## src/rtl/hbn_pkg.sv

```systemverilog
// Shared types, register indexes and constants for the HOG block normalizer.
// No dependencies; the RTL files refer to it by scoped names, the testbench imports it.
package hbn_pkg;

  localparam int MAX_BLOCK_ELEMS = 64;
  localparam int ADDR_BITS       = 6;
  localparam int COUNT_BITS      = 7;
  localparam int VALUE_BITS      = 24;
  localparam int ACC_BITS        = 54;
  localparam int DEN_BITS        = 55;
  localparam int NUM_BITS        = 44;
  localparam int SQRT_BITS       = 64;
  localparam int ROOT_BITS       = 32;
  localparam int CLIP_BITS       = 17;
  localparam int SQ_BITS         = 2 * CLIP_BITS;
  localparam int D2_BITS         = 41;
  localparam int CFG_IDX_BITS    = 4;
  localparam int CFG_DATA_BITS   = 17;

  localparam logic [ACC_BITS-1:0] ACC_MAX = {ACC_BITS{1'b1}};
  localparam logic [NUM_BITS-1:0] Q_ONE   = NUM_BITS'(65536);

  // normalization modes
  localparam logic [2:0] MODE_NONE   = 3'd0;
  localparam logic [2:0] MODE_L1     = 3'd1;
  localparam logic [2:0] MODE_L1SQRT = 3'd2;
  localparam logic [2:0] MODE_L2     = 3'd3;
  localparam logic [2:0] MODE_L2HYS  = 3'd4;

  // register indexes
  localparam logic [CFG_IDX_BITS-1:0] REG_NORM_MODE    = 4'd0;
  localparam logic [CFG_IDX_BITS-1:0] REG_BLOCK_LENGTH = 4'd1;
  localparam logic [CFG_IDX_BITS-1:0] REG_EPSILON      = 4'd2;
  localparam logic [CFG_IDX_BITS-1:0] REG_CLIP_LEVEL   = 4'd3;

  typedef struct packed {
    logic [23:0] bin_value;
    logic        block_end;
  } in_item_t;

  typedef struct packed {
    logic [23:0] norm_value;
    logic        last_out;
  } out_item_t;

  typedef struct packed {
    logic [2:0]  norm_mode;
    logic [6:0]  block_length;
    logic [15:0] epsilon;
    logic [16:0] clip_level;
  } cfg_t;

  // controller -> datapath
  typedef struct packed {
    logic in_take;
    logic setup;
    logic root_load;
    logic fetch;
    logic sel_clip;
    logic div_start;
    logic div_load;
    logic sq_start;
    logic sq_root_den;
    logic sq_load;
    logic clip;
    logic hys_mul;
    logic hys_add;
    logic d2_load;
    logic out_next;
    logic blk_clear;
  } cmd_t;

  // datapath -> controller
  typedef struct packed {
    logic blk_done;
    logic den_zero;
    logic last_idx;
    logic div_done;
    logic sq_done;
  } status_t;

endpackage

```

## src/rtl/hbn_ctrl.sv

```systemverilog
// Controller state machine: sequences loading, root, hysteresis and output
// passes. Depends on hbn_pkg.
module hbn_ctrl (
  input  logic             clk,
  input  logic             rst,
  input  hbn_pkg::cfg_t    cfg,
  input  hbn_pkg::status_t status,
  input  logic             in_valid,
  output logic             in_ready,
  output logic             out_valid,
  input  logic             out_ready,
  output hbn_pkg::cmd_t    cmd
);

  typedef enum logic [15:0] {
    S_LOAD    = 16'h0001,
    S_ACC     = 16'h0002,
    S_SETUP   = 16'h0004,
    S_ROOT_GO = 16'h0008,
    S_ROOT_W  = 16'h0010,
    S_RD      = 16'h0020,
    S_FETCH   = 16'h0040,
    S_DIV_GO  = 16'h0080,
    S_DIV_W   = 16'h0100,
    S_SQ_GO   = 16'h0200,
    S_SQ_W    = 16'h0400,
    S_CLIP    = 16'h0800,
    S_HMUL    = 16'h1000,
    S_HADD    = 16'h2000,
    S_D2      = 16'h4000,
    S_OUT     = 16'h8000
  } state_t;

  state_t state;
  state_t state_next;
  state_t after_div;
  logic   pass1;
  logic   mode_none;
  logic   mode_sqrt;
  logic   mode_l2;
  logic   out_fire;

  assign mode_sqrt = (cfg.norm_mode == hbn_pkg::MODE_L1SQRT);
  assign mode_l2   = (cfg.norm_mode == hbn_pkg::MODE_L2) ||
                     (cfg.norm_mode == hbn_pkg::MODE_L2HYS);
  assign mode_none = !((cfg.norm_mode == hbn_pkg::MODE_L1) || mode_sqrt || mode_l2);

  assign in_ready  = (state == S_LOAD);
  assign out_valid = (state == S_OUT);
  assign out_fire  = out_valid && out_ready;

  // where an element goes once its quotient (or pass-through) is in place
  always_comb begin
    if (mode_sqrt) begin
      after_div = S_SQ_GO;
    end else if (pass1) begin
      after_div = S_CLIP;
    end else begin
      after_div = S_OUT;
    end
  end

  // next state
  always_comb begin
    state_next = state;
    case (state)
      S_LOAD:    if (status.blk_done) state_next = S_ACC;
      S_ACC:     state_next = S_SETUP;
      S_SETUP:   state_next = mode_l2 ? S_ROOT_GO : S_RD;
      S_ROOT_GO: state_next = S_ROOT_W;
      S_ROOT_W:  if (status.sq_done) state_next = S_RD;
      S_RD:      state_next = S_FETCH;
      S_FETCH: begin
        if (mode_none) begin
          state_next = S_OUT;
        end else if (status.den_zero) begin
          state_next = after_div;
        end else begin
          state_next = S_DIV_GO;
        end
      end
      S_DIV_GO:  state_next = S_DIV_W;
      S_DIV_W:   if (status.div_done) state_next = after_div;
      S_SQ_GO:   state_next = S_SQ_W;
      S_SQ_W:    if (status.sq_done) state_next = S_OUT;
      S_CLIP:    state_next = S_HMUL;
      S_HMUL:    state_next = S_HADD;
      S_HADD:    state_next = status.last_idx ? S_D2 : S_RD;
      S_D2:      state_next = S_ROOT_GO;
      S_OUT: begin
        if (out_fire) begin
          state_next = status.last_idx ? S_LOAD : S_RD;
        end
      end
      default:   state_next = S_LOAD;
    endcase
  end

  always_ff @(posedge clk) begin
    if (rst) begin
      state <= S_LOAD;
      pass1 <= 1'b0;
    end else begin
      state <= state_next;
      if (state == S_SETUP) begin
        pass1 <= (cfg.norm_mode == hbn_pkg::MODE_L2HYS);
      end else if (state == S_D2) begin
        pass1 <= 1'b0;
      end
    end
  end

  // command decode
  always_comb begin
    cmd             = '0;
    cmd.in_take     = in_valid && in_ready;
    cmd.setup       = (state == S_SETUP);
    cmd.root_load   = (state == S_ROOT_W) && status.sq_done;
    cmd.fetch       = (state == S_FETCH);
    cmd.sel_clip    = (cfg.norm_mode == hbn_pkg::MODE_L2HYS) && !pass1;
    cmd.div_start   = (state == S_DIV_GO);
    cmd.div_load    = (state == S_DIV_W) && status.div_done;
    cmd.sq_start    = (state == S_SQ_GO) || (state == S_ROOT_GO);
    cmd.sq_root_den = (state == S_ROOT_GO);
    cmd.sq_load     = (state == S_SQ_W) && status.sq_done;
    cmd.clip        = (state == S_CLIP);
    cmd.hys_mul     = (state == S_HMUL);
    cmd.hys_add     = (state == S_HADD);
    cmd.d2_load     = (state == S_D2);
    cmd.out_next    = out_fire;
    cmd.blk_clear   = out_fire && status.last_idx;
  end

endmodule

```

## config.mk

```make
export PLATFORM = sky130hd
export DESIGN_NAME = hbn_ctrl
export DESIGN_NICKNAME = d
export VERILOG_FILES = /design/src/rtl/hbn_pkg.sv /design/src/rtl/hbn_ctrl.sv
export SDC_FILE = /design/constraint.sdc
export NUM_CORES = 1
export LEC_CHECK = 0
export BUFFER_PORTS_ARGS = -buffer_cell sky130_fd_sc_hd__buf_2
export CORE_MARGIN = 3
export CORE_UTILIZATION = 31
export CTS_BUF_LIST = sky130_fd_sc_hd__clkbuf_4 sky130_fd_sc_hd__clkbuf_8
export DETAILED_ROUTE_END_ITERATION = 6
export PLACE_DENSITY = 0.7
export SYNTH_ARGS = -nofsm -noshare
export SYNTH_HDL_FRONTEND = slang
export SYNTH_SLANG_ARGS = --single-unit
export TNS_END_PERCENT = 20
```

## constraint.sdc

```tcl
create_clock -name clk -period 3.5 [get_ports clk]
set_input_delay 0.7 -clock clk [delete_from_list [all_inputs] [get_ports clk]]
set_output_delay 0.7 -clock clk [all_outputs]
set_load 0.05 [all_outputs]
```

## Word level (Yosys, flattened, before mapping)

Cells that the tools add are included.

- Reduce and logical (&&, ||, !) cells: 14
- Muxes and demuxes: 15
- Eq/ne operators: 25

Operator list:

| cell | count |
|---|---|
| $pmux 16 s16 | 1 |
| $mux 16 | 9 |
| $eq 16x1->1 const B | 1 |
| $eq 16x10->1 const B | 1 |
| $eq 16x11->1 const B | 1 |
| $eq 16x12->1 const B | 1 |
| $eq 16x13->1 const B | 1 |
| $eq 16x14->1 const B | 1 |
| $eq 16x15->1 const B | 1 |
| $eq 16x16->1 const B | 1 |
| $eq 16x2->1 const B | 1 |
| $eq 16x3->1 const B | 1 |
| $eq 16x4->1 const B | 1 |
| $eq 16x5->1 const B | 1 |
| $eq 16x6->1 const B | 1 |
| $eq 16x7->1 const B | 1 |
| $eq 16x8->1 const B | 1 |
| $eq 16x9->1 const B | 1 |
| $mux 15 | 1 |
| $mux 6 | 2 |
| $ne 2x2->1 const B | 4 |
| $logic_and 1x1->1 | 7 |
| $eq 3x2->1 const B | 2 |
| $reduce_and 5->1 | 1 |
| 7 further kinds | 11 |

- Input bits: 52
- Bits in registers: 17
- Output and inout bits: 18

## Depth between registers and ports, before layout

- Depth in word-level cells: 5
- Gate-level depth with buffers: 8
- Mapped depth without buffers: 6

## Worst setup path after synthesis

Ideal clock, no wire load.

- Kind: register to output
- Start point: register state[0]
- End point: output port cmd[10] (netlist bit)
- Path slack: 123 ps
- Buffers on the path: 1
- Data arrival time: 2677 ps
- Cell stages (with the launch flop): 6
- Cells stage by stage: dfxtp_1 > buf_2 > nor4_4 > and2_2 > nand2_1 > nor4_1

RTL lines:

| what | line | source |
|---|---|---|
| start, declared | hbn_ctrl.sv:34 | `state_t state;` |
| start signal, assigned | hbn_ctrl.sv:104 | `state <= state_next;` |
| end, declared | hbn_ctrl.sv:12 | `output hbn_pkg::cmd_t cmd` |

==> results.md <==
- Via count: 1,221
- Largest net degree at the start of global routing: 12
- Worst IR Drop VDD: approximately 0.00016 V
- Status: completed
- Critical path launch point: state[0]$_SDFFE_PP1P_
- Vias per inst: approximately 5.4
- DP Wirelength: approximately 2400 um
- DRC viols: 0
- Die X: around 69 um
- Clock Pin Slew Worst Setup and Hold Paths: 0.07 ns
- Layout cells sized above 1: around a quarter
- Post-synth top area share: ~28%
- Cell count after synthesis: between 150 and 200
- Post-route ant nets: 0
- Min Tclk post-route: roughly 3 ns
- Hold Fails Final Rpt: 0
- Area delta synth->final: 17.7%
- Achievable Freq: 329 MHz
- Crit. End Element: primary output
- Max-capacitance violation count: 0
- Boundary Pins: 70
- Nets@finish: roughly 230
- Yosys cell types: 45
- Die height: roughly 69 um
- CTS max path bufs: 2
- Pleak: 0.000657 uW
- Final setup violation count: 0
- Hold Crit Class: reg -> reg
- Clock Sinks: 17
- Actual slew at the worst max-slew pin: 0.520 ns
- Total Wirelength: between 3000 and 4000 um
- Synth area leader: dfxtp_1
- Post-layout util: 38.7%
- Mapped Area: 1220 um^2
- Yosys reg bits: 17
- Final Slew Violations: 0
- Required time of the worst setup path: ~2.8 ns
- Clock root cell: clkbuf_8
- Core ar.: roughly 3700 um^2
- Skew-Pair Late Insertion Delay: approximately 0.25 ns
- H-tree Lvls: 1
- # Post-CTS Setup Buffers: 0
- Final period util: roughly 87%
- Drt wl/cell: roughly 14 um
- ANT cells: 0
- Fin area: between 1000 and 1500 um^2
- Setup Total Neg Slack: 0 ns
- Initial antenna violation count: 0
- Synth warnings: 0
- PwrDens: slightly above 400 nW/um^2
- Vias in the first global route: 1,091
- Total CTS buffers: 3
- Arr. time, crit path: 2.34 ns
- Iteration-0 DRC Markers: just over 60
- Drt pass-1 iters: 4
- Critical path class: reg -> out
- CTS tree: yes
- Post-synthesis sequential area ratio: 27.9%
- Mean post-synth cell area: approximately 8.1 um^2
- Crit-path max FO: 9
- CP startpoint kind: flop
- RSZ-0062 raised after global routing: false
- Hold Crit Start: pass1$_SDFFE_PP0P_
- Worst reg2reg startpoint: state[0]$_SDFFE_PP1P_
- GR Util All Layers: approximately 14%
- Hold Buf Count CTS: 0
- Congestion Overflow GR: 0
- Fin Clk Skew: roughly 0.0084 ns
- Die area: between 4000 and 5000 um^2
- First-pass GRT wire length: 5090 um
- Port bufs: 29
- Initial Util: approximately a third
- Post_cts resized: 0
- Synth top area cells: dfxtp_1 (28%), nor2_1 (8.0%), nor4_4 (7.0%)
- Area after DPL: approximately 1400 um^2
- Routability Congestion: 0.849
- Syn_nets: around 200
- Rel. slew slack: approximately two thirds
- Row cnt: 22
## worst max-delay path, cell delays in order (launching register included)
cell	delay, ns
dfxtp_1	0.42
nor4_4	0.44
and2_2	0.28
nand2_1	0.11
nor4_1	0.48
buf_2	0.36
## synthesized netlist by cell type (all sizes together)
cell,count
o21a,1
nor4b,1
nand2,10
or3b,1
and3,7
or2,1
nand4,2
or4,1
a221oi,1
nand2b,6
o32ai,1
nand4b,2
nand3,3
a31oi,1
nand3b,4
nor3,5
nor3b,4
and3b,1
and4b,4
a21oi,9
nor2,27
o211a,1
nor2b,2
inv,4
o221ai,1
and2,4
a211oi,3
dfxtp,17
clkbuf,1
xor2,4
o22ai,1
a2111oi,1
a22oi,1
nor4,8
buf,5
or3,1
o21ai,5
## cell type report
class | instances | area, um^2
Inverter | 4 | 15.0
Sequential cell | 17 | 340
Clock buffer | 4 | 48.8
Tap cell | 48 | 60.1
Fill cell | 402 | 2280
Multi-Input combinational cell | 124 | 827
Timing Repair Buffer | 29 | 145
## sequential cells by signal, summed over array words and instances, names as in the netlist
register,flops
state,16
pass1,1
## routing by layer
layer / vias up / wire length, um / GRT usage (%)
met3: 7 / 145 / 2.27
met4: 0 / 45 / 3.41
met2: 29 / 1480 / 23.2
met1: 579 / 1410 / 19.2
met5: - / 0 / 0
li1: 606 / - / -
## placed cells by master, fill, tap and decap left out, types with 2 or more instances in the layout
cell type	netlist	final
buf_2	3	29
nor2_1	26	26
dfxtp_1	17	17
nand2_1	10	10
a21oi_1	9	9
and3_1	6	6
nand2b_1	6	6
nor3_1	5	5
nor4_4	4	4
and4b_1	4	4
nor3b_1	4	4
inv_1	4	4
nor4_1	4	4
nand3b_1	4	4
xor2_1	4	4
o21ai_0	4	4
and2_1	3	3
a211oi_1	3	3
clkbuf_8	0	3
nand4b_1	2	2
nand4_1	2	2
nor2b_1	2	2
nand3_1	2	2
## report_power, final
group	leakage [uW]	total, uW	switching [uW]	internal [uW]
clock	0.0000262	154	65.7	88.4
sequential	0.000137	225	22.7	203
combinational	0.000493	207	131	75.1
## kinds of logic (layout without fill, tap and decap cells)
logic type	after synthesis	count (layout)	share of synthesized area, %
AO/OA/AOI/OAI	26	26	15.8
XOR/XNOR	4	4	2.87
buffers and inverters	10	37	4.31
flip-flops	17	17	27.9
AND/OR/NAND/NOR	94	94	49.1
## metrics by stage
stage / total power, uW / hold WS (ns) / std cells / setup slack [ns]
final: 586 / 0.537 / 226 / 0.459
after global routing: 620 / 0.554 / 226 / 0.369
after CTS: 589 / 0.540 / 226 / 0.458
after detailed placement: 437 / 0.522 / 222 / 0.727
after global placement: 435 / 0.519 / 222 / 0.745
after floorplan: 392 / 0.477 / 151 / 0.123
## final timing paths
| check | depth (start not counted) | endpoint | slack (ns) |
|---|---|---|---|
| worst max register to register | 6 | state[0]$_SDFFE_PP1P_ | 1.26 |
| worst min-delay path | 2 | state[11]$_SDFFE_PP0P_ | 0.54 |
| worst min register to register | 2 | state[11]$_SDFFE_PP0P_ | 0.54 |
| worst max-delay path | 5 | cmd[10] | 0.46 |
Power figures use the tool's default switching activity.
